## config.mk

```make
export PLATFORM = sky130hd
export DESIGN_NAME = haptic_detent_pd_control
export DESIGN_NICKNAME = d
export VERILOG_FILES = /design/src/rtl/hdpc_pkg.sv /design/src/rtl/hdpc_cfg.sv /design/src/rtl/hdpc_target.sv /design/src/rtl/hdpc_pd.sv /design/src/rtl/haptic_detent_pd_control.sv
export VERILOG_INCLUDE_DIRS = /design/src /design/src/rtl
export SDC_FILE = /design/constraint.sdc
export NUM_CORES = 2
export LEC_CHECK = 0
export ABC_CLOCK_PERIOD_IN_PS = 8029
export BUFFER_PORTS_ARGS = -buffer_cell sky130_fd_sc_hd__buf_2
export CORE_AREA = 2 2 230 232
export CTS_CLUSTER_SIZE = 28
export DETAILED_ROUTE_END_ITERATION = 10
export DIE_AREA = 0 0 232 234
export GPL_TIMING_DRIVEN = 0
export PLACE_DENSITY = 0.83
export SLEW_MARGIN = 20
export SYNTH_ARGS = -nofsm -noshare
export SYNTH_HDL_FRONTEND = slang
export SYNTH_HIERARCHICAL = 1
export SYNTH_SLANG_ARGS = --single-unit
```

## constraint.sdc

```tcl
create_clock -name clk_i -period 8.03 [get_ports clk_i]
set_clock_uncertainty 0.1 [all_clocks]
set_input_delay 1.2045 -clock clk_i [delete_from_list [all_inputs] [get_ports clk_i]]
set_output_delay 1.2045 -clock clk_i [all_outputs]
set_load 0.01 [all_outputs]
```

## src/rtl/haptic_detent_pd_control_assert.svh

```systemverilog
// Assertion macros for the haptic detent PD controller.
`ifndef HAPTIC_DETENT_PD_CONTROL_ASSERT_SVH
`define HAPTIC_DETENT_PD_CONTROL_ASSERT_SVH

`ifndef NO_ASSERTIONS

// A condition that must hold at every clock edge out of reset.
`define HDPC_ASSERT_ALWAYS(lbl, cond, msg) \
  lbl: assert property (@(posedge clk_i) disable iff (!rst_ni) (cond)) else $error(msg);

// A consequence that must hold in the cycle after its trigger.
`define HDPC_ASSERT_NEXT(lbl, trig, cons, msg) \
  lbl: assert property (@(posedge clk_i) disable iff (!rst_ni) (trig) |=> (cons)) \
    else $error(msg);

`else

`define HDPC_ASSERT_ALWAYS(lbl, cond, msg)
`define HDPC_ASSERT_NEXT(lbl, trig, cons, msg)

`endif

`endif

```

## src/rtl/hdpc_pkg.sv

```systemverilog
// Shared types and constants for the haptic detent PD controller.
package hdpc_pkg;

  // Angle resolution: angles are fractions of a turn on this many bits.
  localparam int ANGLE_BITS = 16;

  // Fixed port widths.
  localparam int FIELD_W    = 16;
  localparam int GAIN_W     = 16;
  localparam int LIMIT_W    = 15;
  localparam int CFG_IDX_W  = 3;
  localparam int CFG_DATA_W = 16;

  // Common width for carrying angles and 16-bit fields side by side.
  localparam int WIDE_W = (ANGLE_BITS > FIELD_W) ? ANGLE_BITS : FIELD_W;

  // Width of the doubled difference compared against the detent size.
  localparam int CMP_W = ((ANGLE_BITS + 1 > GAIN_W + 1) ? ANGLE_BITS + 1 : GAIN_W + 1) + 1;

  // Product and sum widths of the PD term.
  localparam int KP_PROD_W = ANGLE_BITS + GAIN_W + 1;
  localparam int KD_PROD_W = GAIN_W + FIELD_W + 1;
  localparam int SUM_W     = ((KP_PROD_W > KD_PROD_W) ? KP_PROD_W : KD_PROD_W) + 1;
  localparam int FRAC_BITS = 8;
  localparam int TQ_W      = SUM_W - FRAC_BITS;

  // Register indexes of the configuration port.
  typedef enum logic [CFG_IDX_W-1:0] {
    REG_KP_GAIN      = 3'd0,
    REG_KD_GAIN      = 3'd1,
    REG_DETENT_SIZE  = 3'd2,
    REG_TORQUE_LIMIT = 3'd3
  } cfg_reg_e;

  // Configuration register file.
  typedef struct packed {
    logic [GAIN_W-1:0]  kp;
    logic [GAIN_W-1:0]  kd;
    logic [GAIN_W-1:0]  detent;
    logic [LIMIT_W-1:0] limit;
  } cfg_t;

  localparam cfg_t CFG_RESET = '{
    kp:     16'd1152,
    kd:     16'd26,
    detent: 16'd4096,
    limit:  15'd24576
  };

  // Word passed from the detent stage to the PD stage.
  typedef struct packed {
    logic signed [ANGLE_BITS-1:0] err;
    logic signed [FIELD_W-1:0]    vel;
    logic [FIELD_W-1:0]           target;
  } err_item_t;

endpackage

```

## src/rtl/hdpc_cfg.sv

```systemverilog
// Configuration registers of the haptic detent PD controller.
module hdpc_cfg (
  input  logic                           clk_i,
  input  logic                           rst_ni,
  input  logic                           cfg_we_i,
  input  logic [hdpc_pkg::CFG_IDX_W-1:0]  cfg_idx_i,
  input  logic [hdpc_pkg::CFG_DATA_W-1:0] cfg_data_i,
  output hdpc_pkg::cfg_t                 cfg_o
);
  import hdpc_pkg::*;

  cfg_t cfg_q, cfg_d;

  // Decode the register index; unknown indexes leave everything alone.
  always_comb begin
    cfg_d = cfg_q;
    unique case (cfg_idx_i)
      REG_KP_GAIN:      cfg_d.kp     = cfg_data_i;
      REG_KD_GAIN:      cfg_d.kd     = cfg_data_i;
      REG_DETENT_SIZE:  cfg_d.detent = cfg_data_i;
      REG_TORQUE_LIMIT: cfg_d.limit  = cfg_data_i[LIMIT_W-1:0];
      default:          cfg_d        = cfg_q;
    endcase
  end

  always_ff @(posedge clk_i or negedge rst_ni) begin
    if (!rst_ni) begin
      cfg_q <= CFG_RESET;
    end else if (cfg_we_i) begin
      cfg_q <= cfg_d;
    end
  end

  assign cfg_o = cfg_q;

endmodule

```

## src/rtl/hdpc_target.sv

```systemverilog
// Input register and detent target tracking stage.
module hdpc_target (
  input  logic                                clk_i,
  input  logic                                rst_ni,
  input  logic                                in_valid_i,
  output logic                                in_stall_o,
  input  logic [hdpc_pkg::FIELD_W-1:0]        shaft_angle_i,
  input  logic signed [hdpc_pkg::FIELD_W-1:0] shaft_velocity_i,
  input  logic [hdpc_pkg::GAIN_W-1:0]         detent_size_i,
  output logic                                err_valid_o,
  input  logic                                err_ready_i,
  output hdpc_pkg::err_item_t                 err_item_o
);
  import hdpc_pkg::*;

  logic                         s1_valid_q;
  logic [ANGLE_BITS-1:0]        s1_angle_q;
  logic signed [FIELD_W-1:0]    s1_vel_q;
  logic [ANGLE_BITS-1:0]        target_q, target_d;
  logic                         s2_valid_q;
  logic signed [ANGLE_BITS-1:0] s2_err_q, err_d;
  logic signed [FIELD_W-1:0]    s2_vel_q;

  logic                         s1_ready, s2_ready, advance;
  logic [WIDE_W-1:0]            angle_wide, detent_wide, target_wide;
  logic [ANGLE_BITS-1:0]        s1_angle_d, step, diff;
  logic signed [CMP_W-1:0]      diff2, det_cmp;

  // Each stage takes a new word when it is empty or its word moves on.
  assign s2_ready   = !s2_valid_q || err_ready_i;
  assign s1_ready   = !s1_valid_q || s2_ready;
  assign advance    = s1_valid_q && s2_ready;
  assign in_stall_o = !s1_ready;

  // Bring the 16-bit fields to angle width.
  assign angle_wide  = WIDE_W'(shaft_angle_i);
  assign s1_angle_d  = angle_wide[ANGLE_BITS-1:0];
  assign detent_wide = WIDE_W'(detent_size_i);
  assign step        = detent_wide[ANGLE_BITS-1:0];

  // Step the target one detent when the angle is beyond half a detent away.
  assign diff    = s1_angle_q - target_q;
  assign diff2   = CMP_W'($signed(diff)) <<< 1;
  assign det_cmp = $signed(CMP_W'(detent_size_i));

  always_comb begin
    priority if (diff2 > det_cmp) begin
      target_d = target_q + step;
    end else if (diff2 < -det_cmp) begin
      target_d = target_q - step;
    end else begin
      target_d = target_q;
    end
  end

  assign err_d = $signed(target_d - s1_angle_q);

  // Valid flags and the target state.
  always_ff @(posedge clk_i or negedge rst_ni) begin
    if (!rst_ni) begin
      s1_valid_q <= 1'b0;
      s2_valid_q <= 1'b0;
      target_q   <= '0;
    end else begin
      if (s1_ready) begin
        s1_valid_q <= in_valid_i;
      end
      if (s2_ready) begin
        s2_valid_q <= s1_valid_q;
      end
      if (advance) begin
        target_q <= target_d;
      end
    end
  end

  // Payload registers.
  always_ff @(posedge clk_i) begin
    if (s1_ready && in_valid_i) begin
      s1_angle_q <= s1_angle_d;
      s1_vel_q   <= shaft_velocity_i;
    end
    if (advance) begin
      s2_err_q <= err_d;
      s2_vel_q <= s1_vel_q;
    end
  end

  // The target state is the target of the newest word in the second stage.
  assign target_wide       = WIDE_W'(target_q);
  assign err_valid_o       = s2_valid_q;
  assign err_item_o.err    = s2_err_q;
  assign err_item_o.vel    = s2_vel_q;
  assign err_item_o.target = target_wide[FIELD_W-1:0];

endmodule

```

## src/rtl/hdpc_pd.sv

```systemverilog
// Gain multipliers, rounding, saturation and the result register.
module hdpc_pd (
  input  logic                                clk_i,
  input  logic                                rst_ni,
  input  logic                                err_valid_i,
  output logic                                err_ready_o,
  input  hdpc_pkg::err_item_t                 err_item_i,
  input  logic [hdpc_pkg::GAIN_W-1:0]         kp_gain_i,
  input  logic [hdpc_pkg::GAIN_W-1:0]         kd_gain_i,
  input  logic [hdpc_pkg::LIMIT_W-1:0]        torque_limit_i,
  output logic                                out_valid_o,
  input  logic                                out_stall_i,
  output logic signed [hdpc_pkg::FIELD_W-1:0] torque_command_o,
  output logic [hdpc_pkg::FIELD_W-1:0]        target_position_o
);
  import hdpc_pkg::*;

  logic                        s3_valid_q;
  logic signed [KP_PROD_W-1:0] kp_prod_q, kp_prod_d;
  logic signed [KD_PROD_W-1:0] kd_prod_q, kd_prod_d;
  logic [FIELD_W-1:0]          s3_target_q;
  logic                        out_valid_q;
  logic signed [FIELD_W-1:0]   torque_q, torque_d;
  logic [FIELD_W-1:0]          out_target_q;

  logic                        out_ready, s3_ready;
  logic signed [GAIN_W:0]      kp_s, kd_s;
  logic signed [SUM_W-1:0]     sum;
  logic signed [TQ_W-1:0]      tq, lim, sat;

  assign out_ready   = !out_valid_q || !out_stall_i;
  assign s3_ready    = !s3_valid_q || out_ready;
  assign err_ready_o = s3_ready;

  // Gains are unsigned; give them a zero sign bit.
  assign kp_s      = $signed({1'b0, kp_gain_i});
  assign kd_s      = $signed({1'b0, kd_gain_i});
  assign kp_prod_d = KP_PROD_W'(kp_s) * KP_PROD_W'(err_item_i.err);
  assign kd_prod_d = KD_PROD_W'(kd_s) * KD_PROD_W'(err_item_i.vel);

  // Round half up, then an arithmetic shift gives the floor of the Q8.8 result.
  assign sum = SUM_W'(kp_prod_q) - SUM_W'(kd_prod_q) + (SUM_W'(1) <<< (FRAC_BITS - 1));
  assign tq  = $signed(sum[SUM_W-1:FRAC_BITS]);
  assign lim = $signed(TQ_W'(torque_limit_i));

  // Clamp to the symmetric torque limit.
  always_comb begin
    priority if (tq > lim) begin
      sat = lim;
    end else if (tq < -lim) begin
      sat = -lim;
    end else begin
      sat = tq;
    end
  end

  assign torque_d = $signed(sat[FIELD_W-1:0]);

  always_ff @(posedge clk_i or negedge rst_ni) begin
    if (!rst_ni) begin
      s3_valid_q  <= 1'b0;
      out_valid_q <= 1'b0;
    end else begin
      if (s3_ready) begin
        s3_valid_q <= err_valid_i;
      end
      if (out_ready) begin
        out_valid_q <= s3_valid_q;
      end
    end
  end

  // Product and result payload registers.
  always_ff @(posedge clk_i) begin
    if (s3_ready && err_valid_i) begin
      kp_prod_q   <= kp_prod_d;
      kd_prod_q   <= kd_prod_d;
      s3_target_q <= err_item_i.target;
    end
    if (out_ready && s3_valid_q) begin
      torque_q     <= torque_d;
      out_target_q <= s3_target_q;
    end
  end

  assign out_valid_o       = out_valid_q;
  assign torque_command_o  = torque_q;
  assign target_position_o = out_target_q;

endmodule

```

## src/rtl/haptic_detent_pd_control.sv

```systemverilog
// Haptic detent PD controller: four-stage pipeline with configuration registers.
//
// Takes one word per clock while out_stall_i is low: shaft angle and velocity
// in, torque command and detent target out. The first stage registers the
// input; the second moves the detent target by at most one detent and forms
// the wrapped position error, and the target feedback closes inside that
// stage, which is what sets the one-word-per-clock rate; the third holds the
// two gain products; the fourth rounds, clamps to the torque limit and holds
// the result until it is taken. Each stage refills as soon as its word moves
// on, so a bubble anywhere lets a new word in while a result waits.
// Configuration writes take effect on the next edge and belong in idle
// periods. No clearing pass is needed after reset.
module haptic_detent_pd_control (
  input  logic                                clk_i,
  input  logic                                rst_ni,
  input  logic                                cfg_we_i,
  input  logic [hdpc_pkg::CFG_IDX_W-1:0]      cfg_idx_i,
  input  logic [hdpc_pkg::CFG_DATA_W-1:0]     cfg_data_i,
  input  logic                                in_valid_i,
  output logic                                in_stall_o,
  input  logic [hdpc_pkg::FIELD_W-1:0]        shaft_angle_i,
  input  logic signed [hdpc_pkg::FIELD_W-1:0] shaft_velocity_i,
  output logic                                out_valid_o,
  input  logic                                out_stall_i,
  output logic signed [hdpc_pkg::FIELD_W-1:0] torque_command_o,
  output logic [hdpc_pkg::FIELD_W-1:0]        target_position_o
);
  import hdpc_pkg::*;

  cfg_t      cfg;
  logic      err_valid, err_ready;
  err_item_t err_item;

  // Configuration registers.
  hdpc_cfg u_cfg (
    .clk_i      (clk_i),
    .rst_ni     (rst_ni),
    .cfg_we_i   (cfg_we_i),
    .cfg_idx_i  (cfg_idx_i),
    .cfg_data_i (cfg_data_i),
    .cfg_o      (cfg)
  );

  // Input register and detent tracking.
  hdpc_target u_target (
    .clk_i            (clk_i),
    .rst_ni           (rst_ni),
    .in_valid_i       (in_valid_i),
    .in_stall_o       (in_stall_o),
    .shaft_angle_i    (shaft_angle_i),
    .shaft_velocity_i (shaft_velocity_i),
    .detent_size_i    (cfg.detent),
    .err_valid_o      (err_valid),
    .err_ready_i      (err_ready),
    .err_item_o       (err_item)
  );

  // PD torque and result register.
  hdpc_pd u_pd (
    .clk_i             (clk_i),
    .rst_ni            (rst_ni),
    .err_valid_i       (err_valid),
    .err_ready_o       (err_ready),
    .err_item_i        (err_item),
    .kp_gain_i         (cfg.kp),
    .kd_gain_i         (cfg.kd),
    .torque_limit_i    (cfg.limit),
    .out_valid_o       (out_valid_o),
    .out_stall_i       (out_stall_i),
    .torque_command_o  (torque_command_o),
    .target_position_o (target_position_o)
  );

  // Checks on the pipeline and the clamp.
  `include "haptic_detent_pd_control_assert.svh"

  // The input side only stalls when every stage is full behind a stalled result.
  `HDPC_ASSERT_ALWAYS(a_stall_only_when_full, !in_stall_o || (out_valid_o && out_stall_i), "input stalled while the pipeline has room")

  // A valid torque never exceeds the configured limit.
  `HDPC_ASSERT_ALWAYS(a_torque_in_limit, !out_valid_o || (($signed(torque_command_o) <= $signed({1'b0, cfg.limit})) && ($signed(torque_command_o) >= -$signed({1'b0, cfg.limit}))), "torque command beyond the limit")

  // A detent size write lands in the register used by the tracking stage.
  `HDPC_ASSERT_NEXT(a_detent_write, cfg_we_i && (cfg_idx_i == REG_DETENT_SIZE), cfg.detent == $past(cfg_data_i), "detent size write lost")

endmodule

```

Word-level counts from Yosys, hierarchy flattened:

Index checks and enable logic that the tools add are counted.

* bits in registers: 261
* input bits: 56
* logic and storage cells: 59

* add/subtract/negate cells: 8
* multiply operators: 2
* magnitude comparators: 4
* eq/ne operators: 3
* muxes and demuxes: 4
* reduce and logical (&&, ||, !) cells: 19

Operator list (number)
* multiplier 17 x 16 -> 33 bit: 2
* two-way mux 16 bit: 3
* subtractor 16 bit: 3
* adder 34 x 9 -> 34 bit (second input constant): 1
* subtractor 33 x 33 -> 34 bit: 1
* > comparator 26 x 16 -> 1 bit: 1
* less-than comparator 26 bit: 1
* negation 15 -> 26 bit: 1
* less-than comparator 17 x 18 -> 1 bit: 1
* negation 16 -> 18 bit: 1
* > comparator 17 bit: 1
* adder 16 bit: 1
* two-way mux 15 bit: 1
* AND reduction 2 bit: 4
* equality test 3 x 2 -> 1 bit (second input constant): 2
* logical NOT 1 bit: 6
* logical AND 1 bit: 4
* logical OR 1 bit: 4
* equality test 3 x 1 -> 1 bit (second input constant): 1
* logical NOT 3 bit: 1

Longest topological paths before layout:

* word-level depth: 6
* depth in mapped cells: 36
* mapped depth without buffers: 35

Hierarchy:

The synthesis kept the hierarchy.

By module, submodules not included
* hdpc_pd: times used 1, cells each 2618, area an instance 24577.3 µm², seq. area each 3473.3 µm²
* hdpc_target: times used 1, cells each 679, area an instance 6729.0 µm², seq. area each 2372.3 µm²
* hdpc_cfg: times used 1, cells each 136, area an instance 2421.1 µm², seq. area each 1586.5 µm²

Least setup slack after synthesis:

Ideal clock, no wire load.

* path kind: register to register
* start point: register u_target.target_q[1]
* end point: register u_target.s2_err_q[14] (data pin)
* setup time: 258 ps
* arrival: 6866 ps
* required time: 7672 ps
* setup slack: 806 ps
* cell stages (with the launch flop): 35
* path buffers: 1
* period minus slack after synthesis: 7224 ps
* path through: dfrtp_1 inv_1 ha_1 nor2b_1 o31a_1 o21ai_1 nand2_1 a21oi_1 nor2b_1 o21a_1 nor2_1 xnor2_1 ha_1 and3_1 nand3_1 or4_1 or4_1 o2111ai_2 a31oi_2 a21oi_1 buf_4 mux2_2 ha_1 fa_1 nor2b_1 o21ai_0 a21boi_0 o21ai_0 a21boi_0 o21ai_0 nand2b_1 a311oi_1 o41ai_1 a21oi_1 xnor2_1

* cells in the longest elaborated chain, start to end: 5

Ends and longest elaborated chain
* start, declared: RTL line hdpc_target.sv:19 `logic [ANGLE_BITS-1:0] target_q, target_d;`
* start signal, assigned: RTL line hdpc_target.sv:72 `target_q <= target_d;`
* subtractor 16 bit: RTL line hdpc_target.sv:42 `assign diff = s1_angle_q - target_q;`
* less-than comparator 17 x 18 -> 1 bit: RTL line hdpc_target.sv:49 `end else if (diff2 < -det_cmp) begin`
* two-way mux 16 bit: RTL line hdpc_target.sv:49
* two-way mux 16 bit *: RTL line hdpc_target.sv:47 `priority if (diff2 > det_cmp) begin`
* subtractor 16 bit *: RTL line hdpc_target.sv:56 `assign err_d = $signed(target_d - s1_angle_q);`
* named net u_target.err_d[14]: RTL line hdpc_target.sv:21 `logic signed [ANGLE_BITS-1:0] s2_err_q, err_d;`
* end signal, assigned: RTL line hdpc_target.sv:84 `s2_err_q <= err_d;`
* end, declared: RTL line hdpc_target.sv:21

Mark *: on every way through the listed nets, which the timed path passes. The rest lies on a longest branch.
A chain may end at the register's enable or synchronous reset.

Worst setup path in the final report:

* start point: register u_target.s2_vel_q[3]
* end point: register u_pd.kd_prod_q[31] (data pin)

* cells in the longest elaborated chain, start to end: 1

Ends and longest elaborated chain
* start, declared: RTL line hdpc_target.sv:22 `logic signed [FIELD_W-1:0] s2_vel_q;`
* start signal, assigned: RTL line hdpc_target.sv:85 `s2_vel_q <= s1_vel_q;`
* multiplier 17 x 16 -> 33 bit: RTL line hdpc_pd.sv:39 `assign kd_prod_d = KD_PROD_W'(kd_s) * KD_PROD_W'(err_item_i.vel);`
* named net u_pd.kd_prod_d[31]: RTL line hdpc_pd.sv:20 `logic signed [KD_PROD_W-1:0] kd_prod_q, kd_prod_d;`
* end signal, assigned: RTL line hdpc_pd.sv:77 `kd_prod_q <= kd_prod_d;`
* end, declared: RTL line hdpc_pd.sv:20

The timed path passes the listed nets, and every way through them passes these cells.

==> impl_results.html <==
<table>
<tr><th>Metric</th><th>Value</th></tr>
<tr><th colspan="2">Run status</th></tr>
<tr><td>Status</td><td>complete, no violations</td></tr>
<tr><th colspan="2">Synthesis</th></tr>
<tr><td>Largest family of logic cells by synthesized area</td><td>adder cells</td></tr>
<tr><td>Synth Warn #</td><td>6</td></tr>
<tr><td>Compound-cell area share of the yosys netlist</td><td>9.994%</td></tr>
<tr><td>Xor/xnor share of the synthesized area</td><td>3.272%</td></tr>
<tr><td>Dominant register cell in the synthesized netlist</td><td>sky130_fd_sc_hd__edfxtp_1</td></tr>
<tr><td>Fraction of synthesized area in multiplexers</td><td>2.923%</td></tr>
<tr><td>Basic-gate share of the synthesized area counting and, or, nand and nor cells</td><td>14.04%</td></tr>
<tr><td>Biggest area contributors in the synthesized netlist</td><td>sky130_fd_sc_hd__fa_1, sky130_fd_sc_hd__ha_1, sky130_fd_sc_hd__edfxtp_1, sky130_fd_sc_hd__inv_1, sky130_fd_sc_hd__dfrtp_1</td></tr>
<tr><td>Number of distinct standard cells referenced by the synthesized netlist</td><td>96</td></tr>
<tr><td>Post-synthesis sequential element count</td><td>261</td></tr>
<tr><td>Synth Instances</td><td>about 3.4k</td></tr>
<tr><td>Yosys top cell by area</td><td>sky130_fd_sc_hd__fa_1</td></tr>
<tr><td>Async set or reset register ratio after synthesis</td><td>31.80%</td></tr>
<tr><td>Post-synthesis average cell area</td><td>9.824 µm²</td></tr>
<tr><td>Net count after synthesis</td><td>4316</td></tr>
<tr><td>Netlist area before placement</td><td>33730 µm²</td></tr>
<tr><td>Share of the synthesized area in the top cell type</td><td>23.27%</td></tr>
<tr><td>Share of synthesized area occupied by flip-flops and latches</td><td>22.04%</td></tr>
<tr><td>Share of synthesized cell area in full adder, half adder and majority cells</td><td>39.40%</td></tr>
<tr><td>Count of flip-flops with a built-in enable after synthesis</td><td>178</td></tr>
<tr><th colspan="2">Placed design</th></tr>
<tr><td>Placed wire-length estimate after detailed placement</td><td>69240 µm</td></tr>
<tr><td>Placer's final routability congestion estimate</td><td>0.9673</td></tr>
<tr><td>Count of input and output buffers</td><td>between 80 and 90</td></tr>
<tr><td>Setup Slack @ Placement</td><td>-512.8 ps</td></tr>
<tr><th colspan="2">Final layout</th></tr>
<tr><td>Post-layout net count</td><td>roughly 4.5k</td></tr>
<tr><td>FF+latch area</td><td>7438 µm²</td></tr>
<tr><td>Multi-input logic area</td><td>23570 µm²</td></tr>
<tr><td>Layout overhead on the synthesized area</td><td>7.746%</td></tr>
<tr><td>Filler cell count</td><td>3851</td></tr>
<tr><td>Share of cells above drive strength 1</td><td>9.329%</td></tr>
<tr><th colspan="2">Die</th></tr>
<tr><td>Initial cell density of the core</td><td>64.83%</td></tr>
<tr><td>Core Footprint</td><td>52020 µm²</td></tr>
<tr><td>Die span in x</td><td>232 µm</td></tr>
<tr><td>Count of pins on the block boundary</td><td>90</td></tr>
<tr><td>Vert. Die Dim</td><td>between 200 and 250 µm</td></tr>
<tr><td>Die ar.</td><td>between 50000 and 60000 µm²</td></tr>
<tr><td>Total number of placement rows</td><td>84</td></tr>
<tr><th colspan="2">Global route</th></tr>
<tr><td>Number of global-route vias before repair</td><td>25.92k</td></tr>
<tr><td>Total overflow reported by the global router</td><td>0</td></tr>
<tr><td>Overall Global Routing Usage</td><td>between 30% and 40%</td></tr>
<tr><td>Number of antenna violations at the first check in global routing</td><td>7</td></tr>
<tr><td>Wire length of the first global-routing pass</td><td>137600 µm</td></tr>
<tr><td>Maximum number of pins on one net before global-route repair</td><td>54</td></tr>
<tr><th colspan="2">STA</th></tr>
<tr><td>Unrepaired setup endpoints after global routing</td><td>true</td></tr>
<tr><td>Post-layout min period</td><td>7873 ps</td></tr>
<tr><td>Highest attainable clock frequency</td><td>127.0 MHz</td></tr>
<tr><td>Slew headroom</td><td>27.44%</td></tr>
<tr><td>Tightest Pin Transition</td><td>1074 ps</td></tr>
<tr><td>Final hold viol count</td><td>0</td></tr>
<tr><td>Final number of max-transition violations</td><td>0</td></tr>
<tr><td>Final worst setup slack</td><td>156.9 ps</td></tr>
<tr><td>Post-route fraction of the period consumed by the critical path</td><td>98.05%</td></tr>
<tr><td>Setup violations, final</td><td>0</td></tr>
<tr><th colspan="2">Worst setup path</th></tr>
<tr><td>Origin of the critical flop-to-flop path</td><td>u_target/s2_vel_q[3]$_DFFE_PP_</td></tr>
<tr><td>Worst setup slack for register-to-register paths</td><td>160 ps</td></tr>
<tr><td>Reg2reg path depth</td><td>22</td></tr>
<tr><td>Category of the worst setup path launch point</td><td>flip-flop</td></tr>
<tr><td>CP required</td><td>8260 ps</td></tr>
<tr><td>Crit path launch</td><td>u_target/s2_vel_q[3]$_DFFE_PP_</td></tr>
<tr><td>Critical register-to-register path endpoint</td><td>u_pd/kd_prod_q[31]$_DFFE_PP_</td></tr>
<tr><td>Crit path max fanout</td><td>10</td></tr>
<tr><td>Last element of the critical path</td><td>u_pd/kd_prod_q[31]$_DFFE_PP_</td></tr>
<tr><td>Critical Setup Path Class</td><td>flip-flop to flip-flop</td></tr>
<tr><td>Kind of end point of the critical path</td><td>flip-flop</td></tr>
<tr><td>Arrival time of the worst setup path</td><td>8100 ps</td></tr>
<tr><th colspan="2">Detailed routing</th></tr>
<tr><td>DRC marker count from the first detailed-route iteration</td><td>2086</td></tr>
<tr><td>Via count normalized by instance count</td><td>5.912</td></tr>
<tr><td>Via count</td><td>25.31k</td></tr>
<tr><td>Iteration count of the initial detailed-routing pass</td><td>5</td></tr>
<tr><td>ANT nets after route</td><td>0</td></tr>
<tr><td>DRC violations left</td><td>0</td></tr>
<tr><td>Detailed-route wire length per cell</td><td>20.38 µm</td></tr>
<tr><td>Post-detailed-routing wire length</td><td>87260 µm</td></tr>
<tr><th colspan="2">Clock tree</th></tr>
<tr><td>Clock slew at reported path FFs</td><td>60 ps</td></tr>
<tr><td>Clock Tree Buf Depth</td><td>3</td></tr>
<tr><td>Worst-Skew Late Latency</td><td>600 ps</td></tr>
<tr><td>TritonCTS clock tree</td><td>built</td></tr>
<tr><td>H-tree levels</td><td>1</td></tr>
<tr><td>Cts bufs inserted</td><td>30</td></tr>
<tr><td>Root buffer cell</td><td>sky130_fd_sc_hd__clkbuf_16</td></tr>
<tr><td>Number of sinks driven by the clock tree</td><td>261</td></tr>
<tr><th colspan="2">Worst hold path</th></tr>
<tr><td>Worst hold path class</td><td>flip-flop to flip-flop</td></tr>
<tr><th colspan="2">Job</th></tr>
<tr><td>Maximum Capacitance Violations</td><td>0</td></tr>
</table>
## per-stage QoR
| step | instances | hold slack, ps | utilization (%) | area (µm²) | setup TNS, ps |
|---|---|---|---|---|---|
| floorplan | 3433 | 300.3 | - | 33730 | 0 |
| global placement | 4210 | 300.8 | 67.34 | 35030 | -530.7 |
| detailed placement | 4216 | 304.5 | 67.64 | 35190 | -882.2 |
| CTS | 4274 | 318.3 | 69.67 | 36240 | 0 |
| global route | 4279 | 326.1 | 69.84 | 36330 | -130.6 |
| finish | 4281 | 317.8 | 69.85 | 36340 | 0 |
## how the worst min path moves through the flow
| stage | cells past startpoint | end | slack, ps | from |
|---|---|---|---|---|
| 4_1_cts | 0 | u_target/s2_vel_q[11]$_DFFE_PP_ | 320 | u_target/s1_vel_q[11]$_DFFE_PP_ |
| 3_5_place_dp | 0 | u_target/s2_vel_q[11]$_DFFE_PP_ | 300 | u_target/s1_vel_q[11]$_DFFE_PP_ |
| 6_report | 0 | u_target/s2_vel_q[11]$_DFFE_PP_ | 320 | u_target/s1_vel_q[11]$_DFFE_PP_ |
| 3_3_place_gp | 0 | u_target/s2_vel_q[10]$_DFFE_PP_ | 300 | u_target/s1_vel_q[10]$_DFFE_PP_ |
| 2_1_floorplan | 0 | u_pd/target_position_o[0]$_DFFE_PP_ | 300 | u_pd/s3_target_q[0]$_DFFE_PP_ |
| 5_1_grt | 0 | u_target/s2_vel_q[8]$_DFFE_PP_ | 330 | u_target/s1_vel_q[8]$_DFFE_PP_ |
## sequential cells by signal (all words and copies together) (netlist names)
signal,flops
u_target/s1_valid_q,1
u_pd/s3_target_q,16
u_cfg/cfg_o,63
u_pd/kp_prod_q,33
u_pd/torque_command_o,16
u_target/s1_angle_q,16
u_pd/target_position_o,16
u_pd/out_valid_o,1
u_target/s2_vel_q,16
u_target/err_valid_o,1
u_target/target_q,16
u_target/s1_vel_q,16
u_pd/kd_prod_q,33
u_target/s2_err_q,16
u_pd/s3_valid_q,1
## critical path, cell delays in order, from the launching register on
cell                       delay, ps
sky130_fd_sc_hd__edfxtp_1        580
sky130_fd_sc_hd__clkbuf_1        580
sky130_fd_sc_hd__nand2_1         180
sky130_fd_sc_hd__fa_1            590
sky130_fd_sc_hd__fa_1            450
sky130_fd_sc_hd__fa_1            520
sky130_fd_sc_hd__inv_1            50
sky130_fd_sc_hd__fa_1            480
sky130_fd_sc_hd__fa_1            590
sky130_fd_sc_hd__inv_1            80
sky130_fd_sc_hd__fa_1            550
sky130_fd_sc_hd__inv_1            50
sky130_fd_sc_hd__ha_1            360
sky130_fd_sc_hd__a21o_1          180
sky130_fd_sc_hd__a21oi_1         260
sky130_fd_sc_hd__nor2_1          110
sky130_fd_sc_hd__o41ai_2         500
sky130_fd_sc_hd__o221ai_1        230
sky130_fd_sc_hd__a31o_2          280
sky130_fd_sc_hd__a21o_1          220
sky130_fd_sc_hd__a211oi_1        310
sky130_fd_sc_hd__o21ai_0         150
sky130_fd_sc_hd__xor2_1          180
## final cells by class
cell class / instances / share of cell area (%)
inverter: 624 / 6.445
clock inverter: 22 / 0.6645
tap: 688 / 2.369
clock buffer: 34 / 2.135
multi-input combinational: 2449 / 64.86
antenna: 2 / 0.01377
timing repair buffer: 102 / 1.749
sequential: 261 / 20.47
buffer: 99 / 1.291
## metal layers
metal / global-route usage (%) / vias up / share of wire, %
met4: 11.96 / 4 / 4.0
met3: 6.980 / 236 / 9.5
met1: 43.66 / 12276 / 40
met2: 53.54 / 1222 / 46
met5: 0 / - / 0.033
li1: - / 11570 / -
## synthesized netlist by cell type, types with 8 or more instances
library cell and number:
sky130_fd_sc_hd__a21oi_1 120, sky130_fd_sc_hd__a31o_2 9, sky130_fd_sc_hd__nand3_1 32, sky130_fd_sc_hd__mux2_2 76
sky130_fd_sc_hd__nor2_1 115, sky130_fd_sc_hd__a21o_1 71, sky130_fd_sc_hd__a31oi_1 19, sky130_fd_sc_hd__o21bai_1 20
sky130_fd_sc_hd__or3_4 8, sky130_fd_sc_hd__edfxtp_1 178, sky130_fd_sc_hd__o21ai_0 69, sky130_fd_sc_hd__nand2_1 331
sky130_fd_sc_hd__a221o_1 9, sky130_fd_sc_hd__dfstp_2 8, sky130_fd_sc_hd__a2bb2oi_1 8, sky130_fd_sc_hd__o211ai_1 13
sky130_fd_sc_hd__o21a_1 23, sky130_fd_sc_hd__xnor2_1 87, sky130_fd_sc_hd__nand2b_1 36, sky130_fd_sc_hd__mux2i_1 13
sky130_fd_sc_hd__fa_1 392, sky130_fd_sc_hd__buf_6 10, sky130_fd_sc_hd__xor2_1 34, sky130_fd_sc_hd__a211oi_1 9
sky130_fd_sc_hd__o221ai_1 9, sky130_fd_sc_hd__and3_1 14, sky130_fd_sc_hd__nand4_1 16, sky130_fd_sc_hd__clkbuf_1 77
sky130_fd_sc_hd__inv_1 621, sky130_fd_sc_hd__or3_1 8, sky130_fd_sc_hd__nor2b_1 23, sky130_fd_sc_hd__nor3_1 38
sky130_fd_sc_hd__and2_1 253, sky130_fd_sc_hd__dfrtp_1 75, sky130_fd_sc_hd__ha_1 435
## cell usage in the layout, fill, tap and decap left out, types with 23 or more instances in the layout
cell type,synthesis,layout
sky130_fd_sc_hd__a21o_1,71,71
sky130_fd_sc_hd__a21oi_1,120,118
sky130_fd_sc_hd__and2_1,253,251
sky130_fd_sc_hd__buf_2,5,94
sky130_fd_sc_hd__clkbuf_1,77,80
sky130_fd_sc_hd__clkbuf_16,0,30
sky130_fd_sc_hd__dfrtp_1,75,70
sky130_fd_sc_hd__edfxtp_1,178,178
sky130_fd_sc_hd__fa_1,392,391
sky130_fd_sc_hd__ha_1,435,435
sky130_fd_sc_hd__inv_1,621,621
sky130_fd_sc_hd__mux2_2,76,76
sky130_fd_sc_hd__nand2_1,331,330
sky130_fd_sc_hd__nand2b_1,36,36
sky130_fd_sc_hd__nand3_1,32,32
sky130_fd_sc_hd__nor2_1,115,115
sky130_fd_sc_hd__nor2b_1,23,23
sky130_fd_sc_hd__nor3_1,38,38
sky130_fd_sc_hd__o21a_1,23,23
sky130_fd_sc_hd__o21ai_0,69,67
sky130_fd_sc_hd__xnor2_1,87,87
sky130_fd_sc_hd__xor2_1,34,34
## cells by family after synthesis
| kind of cell | count (synthesis) |
|---|---|
| xor+xnor | 123 |
| buf+inv | 723 |
| simple gates | 922 |
| mux | 89 |
| fa+ha+maj | 827 |
| compound gates | 488 |
| flops | 261 |
## repair_timing
| action | 4_1_cts | 5_1_grt |
|---|---|---|
| endpoints found under the setup margin | 4 | 7 |
| setup buffers | 2 | 5 |
| hold buffers | 0 | 0 |
| pin swaps | 2 | 2 |
| resized for setup | 6 | 17 |
Power is left out: the tool's default activity adds up to more than one toggle a clock period on the data nets, which glitch-free logic cannot reach.
